**src/rtl/rbf_pkg.sv**
```systemverilog
package rbf_pkg;

    localparam int CH_W           = 8;
    localparam int PIX_W          = 3 * CH_W;
    localparam int LW_W           = 11;
    localparam int COLX_W         = 10;
    localparam int ROW_W          = 12;
    localparam int MIN_WIDTH      = 3;
    localparam int LINE_DEPTH_DEF = 1024;

    localparam logic [LW_W-1:0]  LINE_WIDTH_RST = 11'd640;
    localparam logic [PIX_W-1:0] KEY_COLOR_RST  = 24'hFEFEFE;
    localparam logic             KEY_ENABLE_RST = 1'b1;
    localparam logic [ROW_W-1:0] ROW_MAX        = 12'd4095;

    // Sum of three channel values, then of three column sums.
    localparam int COL_SUM_W = CH_W + 2;
    localparam int TOT_W     = CH_W + 4;

    // floor(s / 9) == (s * 7282) >> 16 for every s up to 9 * 255.
    localparam int               RECIP_W     = 13;
    localparam int               RECIP_SHIFT = 16;
    localparam logic [RECIP_W-1:0] RECIP9    = 13'd7282;
    localparam int               PROD_W      = TOT_W + RECIP_W;

    localparam int IN_DATA_W  = 24;
    localparam int OUT_DATA_W = 48;
    localparam int APB_ADDR_W = 4;
    localparam int APB_DATA_W = 32;

    typedef enum logic [1:0] {
        REG_LINE_WIDTH = 2'd0,
        REG_KEY_COLOR  = 2'd1,
        REG_KEY_ENABLE = 2'd2
    } reg_idx_t;

    typedef struct packed {
        logic [CH_W-1:0] red;
        logic [CH_W-1:0] green;
        logic [CH_W-1:0] blue;
    } pix_t;

    // One new window column: current pixel and the two pixels above it.
    typedef struct packed {
        pix_t pix;
        pix_t p1;
        pix_t p2;
    } col_t;

    typedef struct packed {
        logic              interior;
        logic [COLX_W-1:0] col_x;
        logic [ROW_W-1:0]  row_y;
    } coord_t;

    typedef struct packed {
        logic [ROW_W-1:0]  row_y;
        logic [COLX_W-1:0] col_x;
        logic [CH_W-1:0]   avg_blue;
        logic [CH_W-1:0]   avg_green;
        logic [CH_W-1:0]   avg_red;
    } res_t;

endpackage

```
**src/rtl/rbf_out_skid.sv**
```systemverilog
module rbf_out_skid (
    input  logic           clk,
    input  logic           rst_n,
    input  logic           in_valid,
    output logic           in_ready,
    input  rbf_pkg::res_t  in_data,
    output logic           out_valid,
    input  logic           out_ready,
    output rbf_pkg::res_t  out_data
);

    logic          main_valid_reg;
    logic          skid_valid_reg;
    rbf_pkg::res_t main_reg;
    rbf_pkg::res_t skid_reg;
    logic          push;
    logic          take;

    assign in_ready = !skid_valid_reg;
    assign push     = in_valid && in_ready;
    assign take     = main_valid_reg && out_ready;

    always_ff @(posedge clk or negedge rst_n)
    begin
        if (!rst_n)
        begin
            main_valid_reg <= 1'b0;
            skid_valid_reg <= 1'b0;
        end
        else if (skid_valid_reg)
        begin
            if (take)
            begin
                skid_valid_reg <= 1'b0;
            end
        end
        else if (push)
        begin
            if (main_valid_reg && !take)
            begin
                skid_valid_reg <= 1'b1;
            end
            else
            begin
                main_valid_reg <= 1'b1;
            end
        end
        else if (take)
        begin
            main_valid_reg <= 1'b0;
        end
    end

    always_ff @(posedge clk)
    begin
        if (skid_valid_reg)
        begin
            if (take)
            begin
                main_reg <= skid_reg;
            end
        end
        else if (push)
        begin
            if (main_valid_reg && !take)
            begin
                skid_reg <= in_data;
            end
            else
            begin
                main_reg <= in_data;
            end
        end
    end

    assign out_valid = main_valid_reg;
    assign out_data  = main_reg;

endmodule

```
**config.mk**
```make
export PLATFORM = sky130hd
export DESIGN_NAME = rbf_out_skid
export DESIGN_NICKNAME = d
export VERILOG_FILES = /design/src/rtl/rbf_pkg.sv /design/src/rtl/rbf_out_skid.sv
export SDC_FILE = /design/constraint.sdc
export NUM_CORES = 1
export LEC_CHECK = 0
export BUFFER_PORTS_ARGS = -buffer_cell sky130_fd_sc_hd__buf_4
export CORE_UTILIZATION = 58
export CTS_BUF_LIST = sky130_fd_sc_hd__clkbuf_4 sky130_fd_sc_hd__clkbuf_8
export DETAILED_ROUTE_END_ITERATION = 6
export PLACE_DENSITY = 0.85
export SLEW_MARGIN = 10
export SYNTH_ARGS = -nofsm -noshare
export SYNTH_HDL_FRONTEND = slang
export SYNTH_SLANG_ARGS = --single-unit
```
**constraint.sdc**
```tcl
create_clock -name clk -period 5.2 [get_ports clk]
set_clock_uncertainty 0.15 [all_clocks]
set_input_delay 1.04 -clock clk [delete_from_list [all_inputs] [get_ports clk]]
set_output_delay 1.04 -clock clk [all_outputs]
set_load 0.02 [all_outputs]
```
==> flow_summary.toml, run 1 <==
[timing]
setup_violations = 0
period_share_pct = 54.5
slew_headroom_pct = 43.0
hold_viol = 0
tightestPinTransition_ns = 0.855
period_needed_ns = 2.83
fin_ws_ns = 2.37
drv_slew = 0
rsz0062_at_grt = "no"
clock.fmax_ghz = 0.353
setup_tns_ns = 0

[layout]
syn_to_final_growth_pct = 24.6
final_layout_size_suffix_gt1_share_pct = 61.0
diodes = 0
final_cells = 339
fill_cells = 351
mostFrequentLayoutCell = "buf_4"
finish.utilization_pct = 76.1
fin_area_um2 = 4590
final_cell_mix = "buf_4, edfxtp_1, mux2_4, clkbuf_8, clkinv_1"
nNetsFinal = 311

[worst_hold_path]
hp-class = "in -> async"

[detailed_routing]
vias = 1772
drt-pass1-iter-count = 4
wl_per_cell_um = 18.2
drc = 0
detail-route-antenna-nets = 0
drtIter0Drc = 128
via_per_inst = 5.23
postRouteWirelength_um = 6150

[worst_setup_path]
worstPathArrival_ns = 1.64
critPathKind = "reg -> out"
crit_path_top_delay_cell = "buf_4"
max_stage_delay_ns = 0.67
crit_required_ns = 4.01
cp_max_fo = 50
cp_cell_sequence = "buf_4 -> inv_1 -> buf_4"
worstSetupStartpointType = "flop"
cp_common_cell = "buf_4"
crit_path_end_kind = "output pin"

[placed_design]
io_buffers = 97
placed_cell_area_um2 = 4440
placedCellCount = 325
dp_hpwl_um = 4290
gp_congestion = 0.708
dp_slack_ns = 2.36

[synth]
ys_seq_area_share_pct = 76.4
async_flop_share_pct = 2.13
syn_nets = 206
syn_inst = 156
synth_edf_count = 92
syn-cell-area_um2 = 3680
synth_cell_types = 14
synth_top_area_share_pct = 75.1
synth.avg_cell_area_um2 = 23.6
ys_ff_latch = 94
yosys_warnings = 0
ys.flop_type = "edfxtp_1"
yosys.area.top_type = "edfxtp_1"
synth.area.top_cells = "edfxtp_1, mux2_4, buf_12"

[power_and_ir_drop]
p_seq_share_pct = 46.9
p_int_mw = 1.71
power_switching_mw = 0.771
vdd_ir_drop_max_uv = 542
p_clk_share_pct = 15.6
power_density_nw_per_um2 = 542
combPwrFrac_pct = 37.5
sw_frac_of_total_pct = 31.0
p_leak_nw = 1.84

[clock_network]
clk_latency_ns = 0.34
cts-resized-gates = 0
postCtsHoldBufs = 0
numCtsBuffers = 9
clk_path_buf_depth = 2
cts_setup_buffers = 0
cts_tree = "done"
clkTransAtPathRegs_ns = 0.08
cts_sinks = 94
htreeDepth = 3
root_buffer = "clkbuf_8"

[outcome]
status = "finished, final reports clean"

[global_route]
grt_pass1_wl_um = 8940
antenna_found_initial = 0
track_usage_pct = 19.5
grt_max_degree = 51
grt_overflow = 0
first_global_vias = 1769

[floorplan]
die_x_um = 81.7
ios = 98
rows = 28
initial_core_util_pct = 61.1
die_y_um = 81.7
die_area_um2 = 6670
coreArea_um2 = 6030

[run]
cap_violations = 0
## per-stage QoR
step	power (mW)	hold slack, ns
6_report	2.48	0.314
3_5_place_dp	2.12	0.384
5_1_grt	2.59	0.301
3_3_place_gp	2.09	0.352
2_1_floorplan	1.85	0.377
4_1_cts	2.51	0.299
## routing by layer
| layer | track usage (%) | wire length [um] |
|---|---|---|
| met1 | 24.6 | 2540 |
| met2 | 30.4 | 3040 |
| met3 | 5.78 | 447 |
| met4 | 10.5 | 130 |
| met5 | 0 | 0 |
## path summary, 6_finish.rpt
path	cells past startpoint	slack [ns]	startpoint	endpoint
worst min-delay path	1	0.31	rst_n	out_valid
worst max-delay path	3	2.37	skid_valid_reg	in_ready
worst min register to register	1	0.40	skid_reg[45]	out_data[45]
worst max register to register	4	2.49	skid_valid_reg	out_data[37]
max in group asynchronous	1	4.48	rst_n	skid_valid_reg
min in group clk	1	0.40	skid_reg[45]	out_data[45]
## worst max-delay path: cells and delay by family (launching register included)
family                 cells  cell delay [ns]
DFF                        1             0.36
buffers and inverters      3             0.94
## power by group through the flow
stage / Combinational, mW / Sequential, mW / Clock [mW]
6_report: 0.932 / 1.16 / 0.387
5_1_grt: 0.983 / 1.18 / 0.421
4_1_cts: 0.943 / 1.17 / 0.398
3_5_place_dp: 0.942 / 1.18 / 0
3_3_place_gp: 0.919 / 1.17 / 0
2_1_floorplan: 0.487 / 1.36 / 0
## cells in the mapped netlist, types with 2 or more instances
cell	n
a21oi_1	2
buf_12	4
dfrtp_1	2
edfxtp_1	92
inv_1	2
mux2_4	46
## cells by family after synthesis
group                  share of synthesized area, %
AOI/OAI and AO/OA                             0.816
muxes                                          18.8
and+or+nand+nor                               0.918
DFF                                            76.4
buffers and inverters                          3.09
## area by class of cell
cell class	count	area, um^2	area share (%)
Multi-Input combinational cell	54	772	16.8
Inverter	2	7.51	0.164
Tap cell	75	93.8	2.05
Clock buffer	10	131	2.86
Clock inverter	4	16.3	0.355
Sequential cell	94	2810	61.4
Timing Repair Buffer	100	751	16.4
Power figures use the tool's default switching activity.
==> run 2: changes to the inputs <==
CORE_UTILIZATION = 54   (was 58)
PLACE_DENSITY = 0.8   (was 0.85)
clock period = 2.8 ns   (was 5.2 ns; I/O delays follow)
==> run 2 against run 1 <==
Compared with the run above: the run now ends with DRC left; wire length fell by 5.7%; final cell count grew 2.1%; non-clock buffer count grew 3; critical path type unchanged; highest routed layer unchanged.
==> flow_summary.toml, run 2 (synthesized netlist as in run 1, its figures left out) <==
[worst_hold_path]
whs_endpoint = "skid_reg[37]"
hp-start = "in_data[37]"
holdPathStages = 1
hp-class = "in -> reg"

[timing]
hold_slack_ns = 0.240
clock.fmax_ghz = 0.479
setup_tns_ns = 0
setup_violations = 0
hold_viol = 0
tightestPinTransition_ns = 0.524
drv_slew = 0
rsz0062_at_grt = "no"
period_needed_ns = 2.09
slew_headroom_pct = 65.1
period_share_pct = 74.5

[detailed_routing]
drtIter0Drc = 81
postRouteWirelength_um = 5800
drc = 12
wl_per_cell_um = 16.8
detail-route-antenna-nets = 0
vias = 1713
drt-pass1-iter-count = 7
via_per_inst = 4.95

[layout]
final_cell_mix = "buf_4, edfxtp_1, mux2_4, clkbuf_8, clkinv_2"
final_layout_size_suffix_gt1_share_pct = 62.1
diodes = 0
finish.utilization_pct = 72.1
mostFrequentLayoutCell = "buf_4"
nNetsFinal = 314
syn_to_final_growth_pct = 26.5

[worst_setup_path]
crit_path_top_delay_cell = "dfrtp_4"
cp_max_fo = 31
reg2reg_depth = 2
worstSetupStartpointType = "flop"
crit_required_ns = 2.09
worstPathArrival_ns = 1.38
critPathKind = "reg -> out"
crit_path_end_kind = "output pin"
r2r_setup_slack_ns = 0.84
max_stage_delay_ns = 0.77
r2r_start = "skid_valid_reg"
cp_cell_sequence = "inv_1 -> buf_4"
reg2reg_to = "out_data[6]"

[floorplan]
coreArea_um2 = 6460
ios = 98
die_area_um2 = 7150
initial_core_util_pct = 57.0
die_x_um = 84.6
die_y_um = 84.6
rows = 29

[clock_network]
clk_latency_ns = 0.35
cts_sinks = 94
clkTransAtPathRegs_ns = 0.09
root_buffer = "clkbuf_8"
cts_tree = "done"
cts_setup_buffers = 0
htreeDepth = 3
clk_path_buf_depth = 2
numCtsBuffers = 9

[power_and_ir_drop]
vdd_ir_drop_max_uv = 566
power_density_nw_per_um2 = 1010
p_leak_nw = 1.88

[global_route]
antenna_found_initial = 0
grt_pass1_wl_um = 8830
grtUsageMet1_pct = 21.5
use_met3_pct = 5.70
track_usage_pct = 17.1
grt_overflow = 0
use_met2_pct = 27.9
first_global_vias = 1724
grt_max_degree = 32
grt-busiest-layer = "met2"

[outcome]
failed_checks = "DRC"
status = "finished with violations"

[run]
cap_violations = 0

[placed_design]
io_buffers = 97
dp_hpwl_um = 3980
gp_congestion = 0.692
-- run 2: report_power, final --
group / total, mW / switching (mW) / leakage (nW) / internal (mW)
combinational: 1.61 / 0.793 / 0.899 / 0.822
clock: 0.848 / 0.442 / 0.0964 / 0.406
sequential: 2.26 / 0.216 / 0.879 / 2.05
total: 4.73 / 1.45 / 1.88 / 3.28
-- run 2: critical path: cells and delay by family, from the launching register on --
kind,cells,cell delay [ns]
buffers and inverters,2,0.26
flip-flops,1,0.77
-- run 2: metal layers --
| layer | wire length, um | part of all wire, % |
|---|---|---|
| met1 | 2450 | 42 |
| met3 | 430 | 7.4 |
| met2 | 2870 | 50 |
| met5 | 0 | 0 |
| met4 | 47 | 0.81 |
-- run 2: per-stage QoR --
step | cell area [um^2] | setup slack, ns | power [mW] | std cells
finish | 4660 | 0.713 | 4.73 | 346
global route | 4660 | 0.622 | 4.92 | 346
CTS | 4660 | 0.679 | 4.77 | 346
detailed placement | 4460 | 0.828 | 3.92 | 329
global placement | 4460 | 0.863 | 3.87 | 329
floorplan | 3690 | 0.157 | 3.44 | 156
-- run 2: how the worst max path moves through the flow --
stage	start	to	cells past startpoint
after global placement	skid_valid_reg	out_data[39]	2
after detailed placement	skid_valid_reg	out_data[6]	2
after CTS	skid_valid_reg	in_ready	2
after floorplan	skid_valid_reg	out_data[0]	4
after global routing	skid_valid_reg	in_ready	2
final	skid_valid_reg	in_ready	2
-- run 2: cell type report --
cell class              count  area (um^2)
flip-flops and latches     94         2820
fillers                   418         1800
repair buffers            103          776
multi-input cells          54          772
clock buffers               9          124
well taps                  77         96.3
clock inverters             7         65.1
inverters                   2         7.51
-- run 2: repair_timing --
action                                 in CTS  in global routing
hold buffers                                1                  0
endpoints found under the hold margin       2                  0
gates resized for setup                     0                  0
==> run 3: changes to the inputs <==
CORE_UTILIZATION = 49   (was 54)
PLACE_DENSITY = 0.76   (was 0.8)
clock period = 1.8 ns   (was 2.8 ns; I/O delays follow)
==> run 3 against run 2 <==
Compared with the run above: clock power grew 53%; hold slack lost 0.20 ns; sequential cell count is the same; wire length shrank 2.3%; first-iteration DRC count grew 31%; power grew 58%; die area grew 10%; register-to-register slack lost 0.64 ns; global-route usage shrank 1.5 points; largest cell class unchanged; sequential power grew 49%; the run now ends clean; utilization shrank 6.6 points; via count grew 1.7%.
==> flow_summary.toml, run 3 (synthesized netlist as in run 1, its figures left out) <==
[outcome]
status = "finished, final reports clean"

[power_and_ir_drop]
power_density_nw_per_um2 = 1570
combPwrFrac_pct = 37.5
p_int_mw = 5.22
p_clk_share_pct = 17.4
sw_frac_of_total_pct = 30.0
vdd_ir_drop_max_uv = 866
total_power_mw = 7.46
power_switching_mw = 2.24
p_seq_share_pct = 45.1
p_leak_nw = 1.90

[worst_setup_path]
r2r_start = "skid_valid_reg"
startpoint = "skid_valid_reg"
worstSetupStartpointType = "flop"
cp_max_fo = 18
crit_path_end_kind = "output pin"
worstPathArrival_ns = 1.24
r2r_setup_slack_ns = 0.20
critPathKind = "reg -> out"
crit_path_end = "in_ready"
reg2reg_to = "skid_reg[45]"
reg2reg_depth = 3
crit_required_ns = 1.29

[layout]
diodes = 0
mostFrequentLayoutCell = "buf_4"
final_cell_mix = "buf_4, edfxtp_1, mux2_4, clkbuf_8, buf_12"
syn_to_final_growth_pct = 29.1
fill_cells = 519
finish.utilization_pct = 65.5
final_cells = 370
nNetsFinal = 316
regArea_um2 = 2820
final_layout_size_suffix_gt1_share_pct = 62.0
multiInputGateArea_um2 = 772

[clock_network]
clk_latency_ns = 0.35
clkTransAtPathRegs_ns = 0.08
cts_tree = "done"
cts_setup_buffers = 0
htreeDepth = 3
cts_sinks = 94
clk_path_buf_depth = 2
root_buffer = "clkbuf_8"
numCtsBuffers = 9

[placed_design]
io_buffers = 97
dp_hpwl_um = 3980
placedCellCount = 353
gp_congestion = 0.668

[detailed_routing]
vias = 1742
drt-pass1-iter-count = 4
drtIter0Drc = 106
drc = 0
detail-route-antenna-nets = 0
via_per_inst = 4.71
postRouteWirelength_um = 5670
wl_per_cell_um = 15.3

[floorplan]
rows = 31
ios = 98
coreArea_um2 = 7250
die_y_um = 88.7
initial_core_util_pct = 50.8
die_x_um = 88.7
die_area_um2 = 7860

[timing]
setup_tns_ns = 0
hold_slack_ns = 0.0432
rsz0062_at_grt = "no"
setup_violations = 0
period_needed_ns = 1.75
tightestPinTransition_ns = 0.316
hold_viol = 0
drv_slew = 0
period_share_pct = 97.3
slew_headroom_pct = 78.9
clock.fmax_ghz = 0.571

[run]
cap_violations = 0

[global_route]
grt_max_degree = 27
grt_overflow = 0
grt_pass1_wl_um = 8560
first_global_vias = 1669
antenna_found_initial = 0
track_usage_pct = 15.6

[worst_hold_path]
hp-class = "in -> reg"
run 3: cell types whose count changed in the layout (fill, tap and decap cells not counted), sizes merged:
cell      before  now
buf          102  104
clkbuf         9   10
clkinvlp       1    0
run 3: area by class of cell:
type                            count  area share, %
Clock buffer                       10           2.76
Timing Repair Buffer              105           17.9
Tap cell                           99           2.61
Clock inverter                      6           1.11
Inverter                            2          0.158
Multi-Input combinational cell     54           16.2
Sequential cell                    94           59.3
run 3: power by group through the flow:
stage | sequential [mW] | combinational [mW] | clock (mW)
after CTS | 3.37 | 2.83 | 1.34
after floorplan | 3.92 | 1.44 | 0
final | 3.36 | 2.80 | 1.30
after global routing | 3.42 | 2.97 | 1.42
after global placement | 3.40 | 2.78 | 0
after detailed placement | 3.41 | 2.82 | 0
run 3: what timing repair did:
action | 4_1_cts | 5_1_grt
hold endpoints to repair | 2 | 0
resized for setup | 1 | 1
endpoints found under the setup margin | 1 | 1
hold buffers | 1 | 0
run 3: worst max-delay path, stage by stage, from the launching register on:
cell,delay (ns)
dfrtp_4,0.51
buf_8,0.19
inv_1,0.07
buf_4,0.13
run 3: per-stage QoR:
stage,instance area [um^2],worst slack [ns]
2_1_floorplan,3700,-0.679
3_3_place_gp,4550,0.263
3_5_place_dp,4550,0.225
4_1_cts,4750,0.00887
5_1_grt,4750,0.00820
6_report,4750,0.0482
run 3: worst min path at each step:
stage	from	endpoint	slack [ns]	depth (start not counted)
floorplan	rst_n	out_valid	-0.09	0
global placement	rst_n	out_valid	-0.007	1
detailed placement	rst_n	out_valid	-0.006	1
CTS	in_data[31]	skid_reg[31]	0.02	1
global route	in_data[13]	skid_reg[13]	0.02	1
finish	in_data[32]	skid_reg[32]	0.04	1
run 3: routing by layer:
metal,routed length [um],up-vias,global-route usage (%)
li1,-,829,-
met1,2510,839,20.2
met2,2600,67,22.9
met3,475,7,6.44
met4,84,0,7.48
met5,0,-,0
