`src/rtl/rbf_pkg.sv`:
```
package rbf_pkg;

    localparam int CH_W           = 8;
    localparam int PIX_W          = 3 * CH_W;
    localparam int LW_W           = 11;
    localparam int COLX_W         = 10;
    localparam int ROW_W          = 12;
    localparam int MIN_WIDTH      = 3;
    localparam int LINE_DEPTH_DEF = 1024;

    localparam logic [LW_W-1:0]  LINE_WIDTH_RST = 11'd640;
    localparam logic [PIX_W-1:0] KEY_COLOR_RST  = 24'hFEFEFE;
    localparam logic             KEY_ENABLE_RST = 1'b1;
    localparam logic [ROW_W-1:0] ROW_MAX        = 12'd4095;

    // Sum of three channel values, then of three column sums.
    localparam int COL_SUM_W = CH_W + 2;
    localparam int TOT_W     = CH_W + 4;

    // floor(s / 9) == (s * 7282) >> 16 for every s up to 9 * 255.
    localparam int               RECIP_W     = 13;
    localparam int               RECIP_SHIFT = 16;
    localparam logic [RECIP_W-1:0] RECIP9    = 13'd7282;
    localparam int               PROD_W      = TOT_W + RECIP_W;

    localparam int IN_DATA_W  = 24;
    localparam int OUT_DATA_W = 48;
    localparam int APB_ADDR_W = 4;
    localparam int APB_DATA_W = 32;

    typedef enum logic [1:0] {
        REG_LINE_WIDTH = 2'd0,
        REG_KEY_COLOR  = 2'd1,
        REG_KEY_ENABLE = 2'd2
    } reg_idx_t;

    typedef struct packed {
        logic [CH_W-1:0] red;
        logic [CH_W-1:0] green;
        logic [CH_W-1:0] blue;
    } pix_t;

    // One new window column: current pixel and the two pixels above it.
    typedef struct packed {
        pix_t pix;
        pix_t p1;
        pix_t p2;
    } col_t;

    typedef struct packed {
        logic              interior;
        logic [COLX_W-1:0] col_x;
        logic [ROW_W-1:0]  row_y;
    } coord_t;

    typedef struct packed {
        logic [ROW_W-1:0]  row_y;
        logic [COLX_W-1:0] col_x;
        logic [CH_W-1:0]   avg_blue;
        logic [CH_W-1:0]   avg_green;
        logic [CH_W-1:0]   avg_red;
    } res_t;

endpackage

```
`src/rtl/rbf_mean.sv`:
```
module rbf_mean (
    input  logic                        clk,
    input  logic                        rst_n,
    input  logic                        en,
    input  logic                        in_valid,
    input  rbf_pkg::coord_t             coord,
    input  rbf_pkg::col_t               cols,
    input  logic [rbf_pkg::PIX_W-1:0]   key_color,
    input  logic                        key_enable,
    output logic                        out_valid,
    output rbf_pkg::res_t               out_res
);

    localparam int CH_W  = rbf_pkg::CH_W;
    localparam int CS_W  = rbf_pkg::COL_SUM_W;
    localparam int TOT_W = rbf_pkg::TOT_W;

    logic [rbf_pkg::PIX_W-1:0]  pix_v;
    logic [rbf_pkg::PIX_W-1:0]  p1_v;
    logic [rbf_pkg::PIX_W-1:0]  p2_v;
    logic [rbf_pkg::PIX_W-1:0]  mid_reg;
    logic                       emit;
    logic                       s2_valid_reg;
    logic                       s3_valid_reg;
    logic [rbf_pkg::COLX_W-1:0] s2_col_x_reg;
    logic [rbf_pkg::ROW_W-1:0]  s2_row_y_reg;
    logic [rbf_pkg::COLX_W-1:0] s3_col_x_reg;
    logic [rbf_pkg::ROW_W-1:0]  s3_row_y_reg;
    logic [CH_W-1:0]            avg [3];

    assign pix_v = cols.pix;
    assign p1_v  = cols.p1;
    assign p2_v  = cols.p2;

    // The centre of the window is the middle-row pixel of the previous item.
    assign emit = in_valid && coord.interior && !(key_enable && (mid_reg == key_color));

    for (genvar ch = 0; ch < 3; ch++)
    begin : g_ch
        logic [CS_W-1:0]                  new_sum;
        logic [CS_W-1:0]                  cs_reg [3];
        logic [TOT_W-1:0]                 tot_reg;
        logic [rbf_pkg::PROD_W-1:0]       prod;

        assign new_sum = CS_W'(pix_v[ch*CH_W +: CH_W]) + CS_W'(p1_v[ch*CH_W +: CH_W])
                       + CS_W'(p2_v[ch*CH_W +: CH_W]);

        always_ff @(posedge clk)
        begin
            if (en && in_valid)
            begin
                cs_reg[0] <= cs_reg[1];
                cs_reg[1] <= cs_reg[2];
                cs_reg[2] <= new_sum;
            end
            if (en)
            begin
                tot_reg <= TOT_W'(cs_reg[0]) + TOT_W'(cs_reg[1]) + TOT_W'(cs_reg[2]);
            end
        end

        assign prod    = rbf_pkg::PROD_W'(tot_reg) * rbf_pkg::PROD_W'(rbf_pkg::RECIP9);
        assign avg[ch] = prod[rbf_pkg::RECIP_SHIFT +: CH_W];
    end

    always_ff @(posedge clk)
    begin
        if (en && in_valid)
        begin
            mid_reg <= p1_v;
        end
        if (en)
        begin
            s2_col_x_reg <= coord.col_x;
            s2_row_y_reg <= coord.row_y;
            s3_col_x_reg <= s2_col_x_reg;
            s3_row_y_reg <= s2_row_y_reg;
        end
    end

    always_ff @(posedge clk or negedge rst_n)
    begin
        if (!rst_n)
        begin
            s2_valid_reg <= 1'b0;
            s3_valid_reg <= 1'b0;
        end
        else if (en)
        begin
            s2_valid_reg <= emit;
            s3_valid_reg <= s2_valid_reg;
        end
    end

    assign out_valid         = s3_valid_reg;
    assign out_res.avg_red   = avg[2];
    assign out_res.avg_green = avg[1];
    assign out_res.avg_blue  = avg[0];
    assign out_res.col_x     = s3_col_x_reg;
    assign out_res.row_y     = s3_row_y_reg;

endmodule

```
`config.mk`:
```
export PLATFORM = sky130hd
export DESIGN_NAME = rbf_mean
export DESIGN_NICKNAME = d
export VERILOG_FILES = /design/src/rtl/rbf_pkg.sv /design/src/rtl/rbf_mean.sv
export SDC_FILE = /design/constraint.sdc
export NUM_CORES = 1
export LEC_CHECK = 0
export BUFFER_PORTS_ARGS = -buffer_cell sky130_fd_sc_hd__buf_2
export CORE_UTILIZATION = 45
export DETAILED_ROUTE_END_ITERATION = 8
export GPL_ROUTABILITY_DRIVEN = 0
export HOLD_SLACK_MARGIN = 0.08
export PLACE_DENSITY_LB_ADDON = 0.12
export SLEW_MARGIN = 10
export SYNTH_ARGS = -nofsm -noshare
export SYNTH_HDL_FRONTEND = slang
export SYNTH_SLANG_ARGS = --single-unit
```
`constraint.sdc`:
```
create_clock -name clk -period 6.2 [get_ports clk]
set_input_delay 0.62 -clock clk [delete_from_list [all_inputs] [get_ports clk]]
set_output_delay 0.62 -clock clk [all_outputs]
set_load 0.03 [all_outputs]
```
==> results of run 1 <==
==> placed cells by master (no fill, tap or decap), drive strengths merged, types with 3 or more instances in the layout <==
| cell | count |
|---|---|
| a31oi | 3 |
| and3 | 3 |
| nand2b | 13 |
| a21o | 21 |
| a21boi | 9 |
| or3 | 4 |
| xor2 | 36 |
| clkinv | 8 |
| nand4 | 6 |
| buf | 172 |
| a2111oi | 4 |
| ha | 247 |
| o41ai | 4 |
| and2 | 6 |
| inv | 258 |
| nand2 | 26 |
| o21ai | 38 |
| fa | 147 |
| nor4 | 7 |
| a211oi | 5 |
| clkbuf | 18 |
| o211ai | 5 |
| nand3 | 15 |
| xnor2 | 55 |
| nor2b | 10 |
| nor2 | 39 |
| a21oi | 34 |
| edfxtp | 194 |
| nor3 | 16 |
==> path summary, 6_finish.rpt <==
| kind | depth (start not counted) | slack [ns] | end |
|---|---|---|---|
| worst max register to register | 9 | 3.31 | g_ch[2].tot_reg[10]$_DFFE_PP_ |
| max in group asynchronous | 2 | 5.61 | out_valid$_DFFE_PN0P_ |
| min in group asynchronous | 2 | 0.49 | s2_valid_reg$_DFFE_PN0P_ |
| worst min-delay path | 1 | 0.35 | s2_col_x_reg[3]$_DFFE_PP_ |
| worst max-delay path | 18 | 0.33 | out_res[21] |
| worst min register to register | 0 | 0.42 | s3_row_y_reg[2]$_DFFE_PP_ |
==> routing by layer <==
metal,part of all wire [%],global-route usage [%],vias to the layer above
met5,0,0,-
met4,1.0,3.94,0
met3,5.2,3.87,19
met2,44,26.4,201
met1,49,22.4,4141
li1,-,-,4545
==> final cells by class <==
type / instances / share of cell area, %
antenna: 1 / 0.0144
clock buffer: 18 / 2.47
clock inverter: 14 / 0.863
inverter: 255 / 5.50
multi-input combinational: 775 / 49.1
sequential: 196 / 33.8
tap: 448 / 3.22
timing repair buffer: 173 / 5.05
==> cell families (layout without fill, tap and decap cells) <==
group / count (synthesis) / in the layout / synth area share, %
adders and majority gates: 394 / 394 / 38.8
buffers and inverters: 279 / 460 / 7.31
DFF: 196 / 196 / 37.8
and+or+nand+nor: 149 / 149 / 4.83
AOI/OAI and AO/OA: 139 / 139 / 6.01
xor gates and xnor gates: 91 / 91 / 5.13
muxes: 2 / 2 / 0.137
other: 0 / 1 / 0
==> metrics by stage <==
step | util (%) | hold slack (ns) | worst slack, ns | instances | area, um^2
after floorplan | - | 0.324 | 0.969 | 1250 | 15500
after global placement | 49.7 | 0.400 | 0.747 | 1846 | 16800
after detailed placement | 49.7 | 0.405 | 0.722 | 1846 | 16800
after CTS | 51.5 | 0.336 | 0.245 | 1879 | 17400
after global routing | 51.5 | 0.336 | 0.000266 | 1879 | 17400
final | 51.5 | 0.354 | 0.327 | 1880 | 17400
==> timing repair <==
item	CTS	global route
gates resized for setup	0	0
hold endpoints to repair	2	0
buffers inserted	0	0
hold buffers	1	0
==> critical path, delay by kind of cell (launching register included) <==
kind	cells	cell delay, ns
DFF	1	0.45
buffers and inverters	7	0.58
AOI/OAI and AO/OA	3	0.75
adders and majority gates	6	2.57
and+or+nand+nor	2	0.48
==> qor.yml, run 1 <==
floorplan:
  row_count: 67
  start_util_pct: 46.0
  ioPinCount: 171
  die_area_mm2: 0.0353
  core-area_mm2: 0.0338
  die_x_um: 188
  die_h_um: 188
logic_synthesis:
  synthCells: 1250
  synth.largest_area_cell: "edfxtp_1"
  syn_area_mm2: 0.0155
  synth_flop_cell: "edfxtp_1"
  yosys_warnings: 0
  syn_nets: 1768
  syn_avg_cell_area_um2: 12.4
  synth-edff-count: 194
  yosysMostFrequentCell: "inv_1"
  ys_ff_latch: 196
  synthArstFlopShare_pct: 1.02
  synth_top_area_share_pct: 37.5
  seq_area_frac_synth_pct: 37.8
  synthTopCellsByCount: "253 x inv_1, 247 x ha_1, 194 x edfxtp_1"
  ys_types: 53
  synthTopCellsByArea: "edfxtp_1 37%, ha_1 20%, fa_1 19%"
outcome:
  outcome: "finished clean"
timing:
  finalSetupViolations: 0
  slew_headroom_pct: 45.8
  layout_min_cycle_time_ns: 5.87
  max_freq_ghz: 0.170
  fin_crit_sh_pct: 94.7
  fin_tns_setup_ns: 0
  worst_pin_slew_ns: 0.812
  finalHoldViolCount: 0
  drv_slew: 0
  rsz0062_at_grt: "false"
  clock_skew_ns: 0.00704
min_path:
  min_path_type: "primary input to flop"
  min_from: "coord[15]"
route:
  num_vias: 8906
  avgViaCountPerCell: 4.74
  drt_pre_antenna_iters: 4
  ant_nets: 0
  routed_wl_um: 27000
  drt-wirelength-per-cell_um: 14.4
  drtIter0Drc: 280
  drc: 0
clock_network:
  cts_tree: "done"
  cts_buffers: 17
  root_buffer: "clkbuf_16"
  clockBufferDepth: 2
  clk-insertion-delay-late_ns: 0.43
  cts.sinks: 196
  htreeDepth: 4
  clk_pin_slew_ns: 0.07
grt:
  grt_pass1_vias: 9462
  grt_pass1_wl_um: 45900
  grt_usage_pct: 16.4
  grt_overflow: 0
  antenna_found_initial: 0
  grt_max_degree: 66
layout:
  nFillCells: 3022
  nNetsFinal: 1936
  multi_input_area_mm2: 0.00854
  largest_register_ffs: 90
  seq_area_mm2: 0.00588
  drive_above_1_share_pct: 15.1
  area_growth_syn_to_layout_pct: 11.9
run:
  maxCapViolCount: 0
critical_path:
  max_stage_delay_ns: 0.53
  crit_path_start: "g_ch[0].tot_reg[3]$_DFFE_PP_"
  arrival_ns: 5.25
  r2r_start: "g_ch[2].cs_reg[0][2]$_DFFE_PP_"
  cp_data_required_time_ns: 5.58
  path_max_fanout: 4
  critical-path-slowest-cell: "fa_1"
  crit_chain: "inv_1, fa_1, inv_1, ha_1, inv_1, fa_1, inv_1, fa_1, inv_1, fa_1, inv_1, ha_1, a21o_4, a22oi_2, nor3_2, or3_4, a221oi_1, buf_2"
  path_common_cell: "inv_1"
  end_kind: "output port"
  startpoint_type: "flop"
  crit_type: "flop to output port"
placement:
  dp_hpwl_um: 23100
  io_buffer_count: 170
Power of run 1 is left out: the tool's default activity adds up to more than one toggle a clock period on the data nets, which glitch-free logic cannot reach.
==> run 2, diff against run 1 <==
--- a/config.mk
+++ b/config.mk
@@ -6,6 +6,8 @@
 export NUM_CORES = 1
 export LEC_CHECK = 0
 export BUFFER_PORTS_ARGS = -buffer_cell sky130_fd_sc_hd__buf_2
+export CELL_PAD_IN_SITES_DETAIL_PLACEMENT = 0
+export CELL_PAD_IN_SITES_GLOBAL_PLACEMENT = 1
 export CORE_UTILIZATION = 45
 export DETAILED_ROUTE_END_ITERATION = 8
 export GPL_ROUTABILITY_DRIVEN = 0
==> constraint.sdc (replaced) <==
create_clock -name clk -period 7.19 [get_ports clk]
set_input_delay 0.719 -clock clk [delete_from_list [all_inputs] [get_ports clk]]
set_output_delay 0.719 -clock clk [all_outputs]
set_load 0.03 [all_outputs]
==> run 2 against run 1 <==
Cell count is essentially flat. Register-to-register slack improved by 1.0 ns. Hold slack better by 0.065 ns. Utilization up 0.20 points. Global-route usage decreased by 0.13 points. Die area stayed put. Clock skew down 0.0023 ns. Critical path depth up 1. Highest routed layer unchanged.
==> qor.yml, run 2 (synthesis gave the netlist of run 1 again) <==
layout:
  seq_area_mm2: 0.00588  # unchanged
  final_common_cell: "inv_1"  # unchanged
  multi_input_area_mm2: 0.00854  # unchanged
  nFillCells: 2983  # was 3022
  final_cell_mix: "253 x inv_1, 247 x ha_1, 194 x edfxtp_1"  # unchanged
  nNetsFinal: 1936  # unchanged
  drive_above_1_share_pct: 15.1  # unchanged
  layout.cells.non_filler: 1879  # was 1880
  antenna_cells: 0  # was 1
  largest_register_ffs: 90  # unchanged
  area_growth_syn_to_layout_pct: 12.3  # was 11.9%
timing:
  worst_pin_slew_ns: 0.798  # was 0.812 ns
  fin_tns_setup_ns: 0  # unchanged
  clock_skew_ns: 0.00472  # was 0.00704 ns
  rsz0062_at_grt: "false"  # unchanged
  finalSetupViolations: 0  # unchanged
  slew_headroom_pct: 46.8  # was 45.8%
  max_freq_ghz: 0.167
  drv_slew: 0  # unchanged
  fin_crit_sh_pct: 83.5
  finalHoldViolCount: 0  # unchanged
  layout_min_cycle_time_ns: 6.00
floorplan:
  ioPinCount: 171  # unchanged
  die_x_um: 188  # unchanged
  core-area_mm2: 0.0338  # unchanged
  die_area_mm2: 0.0353  # unchanged
  die_h_um: 188  # unchanged
  start_util_pct: 46.0  # unchanged
  row_count: 67  # unchanged
route:
  drtIter0Drc: 297  # was 280
  ant_nets: 0  # unchanged
  drc: 0  # unchanged
  avgViaCountPerCell: 4.71  # was 4.74
  routed_wl_um: 27100  # was 27000 um
  drt_pre_antenna_iters: 4  # unchanged
  num_vias: 8844  # was 8906
  drt-wirelength-per-cell_um: 14.4  # about the same
clock_network:
  clk_pin_slew_ns: 0.07  # about the same
  root_buffer: "clkbuf_16"  # unchanged
  htreeDepth: 4  # unchanged
  clk-insertion-delay-late_ns: 0.43  # about the same
  cts_resized: 0  # unchanged
  cts_buffers: 17  # unchanged
  cts.sinks: 196  # unchanged
  cts_tree: "done"  # unchanged
  clockBufferDepth: 2  # unchanged
placement:
  dp.cells: 1846  # unchanged
  io_buffer_count: 170  # unchanged
  dp_hpwl_um: 22900  # was 23100 um
grt:
  top_usage_layer: "met2"  # unchanged
  grt_util_met3_pct: 4.47  # was 3.87%
  antenna_found_initial: 0  # unchanged
  gr-usage-met1_pct: 22.8  # was 22.4%
  grt_pass1_vias: 9396  # was 9462
  grt_max_degree: 66  # unchanged
  grt_pass1_wl_um: 45800  # was 45900 um
  grt_overflow: 0  # unchanged
  gr-usage-met2_pct: 25.1  # was 26.4%
  grt_usage_pct: 16.3  # was 16.4%
critical_path:
  crit_type: "flop to output port"  # unchanged
  startpoint_type: "flop"  # unchanged
  crit_path_start: "g_ch[0].tot_reg[3]$_DFFE_PP_"  # unchanged
  end_kind: "output port"  # unchanged
  crit_family: "adder cells"  # unchanged
  path_common_cell: "inv_1"  # unchanged
  arrival_ns: 5.28  # was 5.25 ns
  rr_worst_depth: 9  # unchanged
  r2r-end: "g_ch[2].tot_reg[10]$_DFFE_PP_"  # unchanged
  critical-path-slowest-cell: "fa_1"  # unchanged
  crit_chain: "inv_1, fa_1, inv_1, ha_1, inv_1, fa_1, inv_1, fa_1, inv_1, fa_1, inv_1, ha_1, a21o_4, a22oi_2, nor3_2, or3_4, a21oi_1, xnor2_1, buf_2"  # was inv_1, fa_1, inv_1, ha_1, inv_1, fa_1, inv_1, fa_1, inv_1, fa_1, inv_1, ha_1, a21o_4, a22oi_2, nor3_2, or3_4, a221oi_1, buf_2
  worst-path-buf-inv: 7  # unchanged
  max_stage_delay_ns: 0.54  # was 0.53 ns
  r2r_setup_slack_ns: 4.32  # was 3.31 ns
  path_max_fanout: 4  # unchanged
  r2r_start: "g_ch[2].cs_reg[0][2]$_DFFE_PP_"  # unchanged
  cp_data_required_time_ns: 6.47  # was 5.58 ns
min_path:
  hold_end: "s3_row_y_reg[8]$_DFFE_PP_"  # was s2_col_x_reg[3]$_DFFE_PP_
  min_from: "s2_row_y_reg[8]$_DFFE_PP_"  # was coord[15]
  hold-path-cell-count: 0  # was 1
  min_path_type: "flop to flop"  # was primary input to flop
outcome:
  outcome: "finished clean"  # unchanged
run:
  maxCapViolCount: 0  # unchanged
==> run 2: cell types whose count changed in the layout (fill, tap and decap cells not counted) <==
| cell | delta |
|---|---|
| clkinv_2 | -4 |
| bufinv_16 | +3 |
| clkinvlp_4 | +2 |
| inv_8 | -2 |
| diode_2 | -1 |
| inv_6 | +1 |
==> run 2: through the flow <==
step	setup slack [ns]	util (%)	instance area, um^2	hold WS (ns)
floorplan	1.86	-	15500	0.400
global placement	1.64	49.7	16800	0.400
detailed placement	1.59	49.7	16800	0.405
CTS	1.12	51.7	17500	0.421
global route	0.845	51.7	17500	0.424
finish	1.19	51.7	17500	0.419
==> run 2: cell type report <==
| type | count | area share (%) |
|---|---|---|
| Clock buffer | 18 | 2.46 |
| Clock inverter | 14 | 1.27 |
| Inverter | 255 | 5.48 |
| Multi-Input combinational cell | 775 | 48.9 |
| Sequential cell | 196 | 33.6 |
| Tap cell | 448 | 3.21 |
| Timing Repair Buffer | 173 | 5.03 |
==> run 2: metal layers <==
metal / vias up / share of wire, %
met1: 4099 / 50
met4: 0 / 1.1
met3: 21 / 6.6
met5: - / 0
li1: 4535 / -
met2: 189 / 42
==> run 2: what timing repair did <==
action                                 in CTS  in global routing
buffers inserted                            0                  0
hold buffers                                1                  0
endpoints found under the hold margin       2                  0
==> run 2: how the worst max path moves through the flow <==
| stage | to | depth (start not counted) | slack [ns] |
|---|---|---|---|
| floorplan | out_res[21] | 18 | 1.86 |
| global placement | out_res[21] | 18 | 1.64 |
| detailed placement | out_res[22] | 19 | 1.59 |
| CTS | out_res[22] | 19 | 1.12 |
| global route | out_res[21] | 18 | 0.85 |
| finish | out_res[22] | 19 | 1.19 |
==> run 2: worst reg2reg max path, stage by stage (launching register included) <==
cell and delay (ns):
edfxtp_1 0.40, fa_1 0.52, ha_1 0.31, a21o_1 0.19, a21oi_2 0.16, nand2b_1 0.12, a21boi_1 0.09, o41ai_2 0.35
or4b_1 0.47, o211ai_1 0.10
Power of run 2 is left out for the same reason.
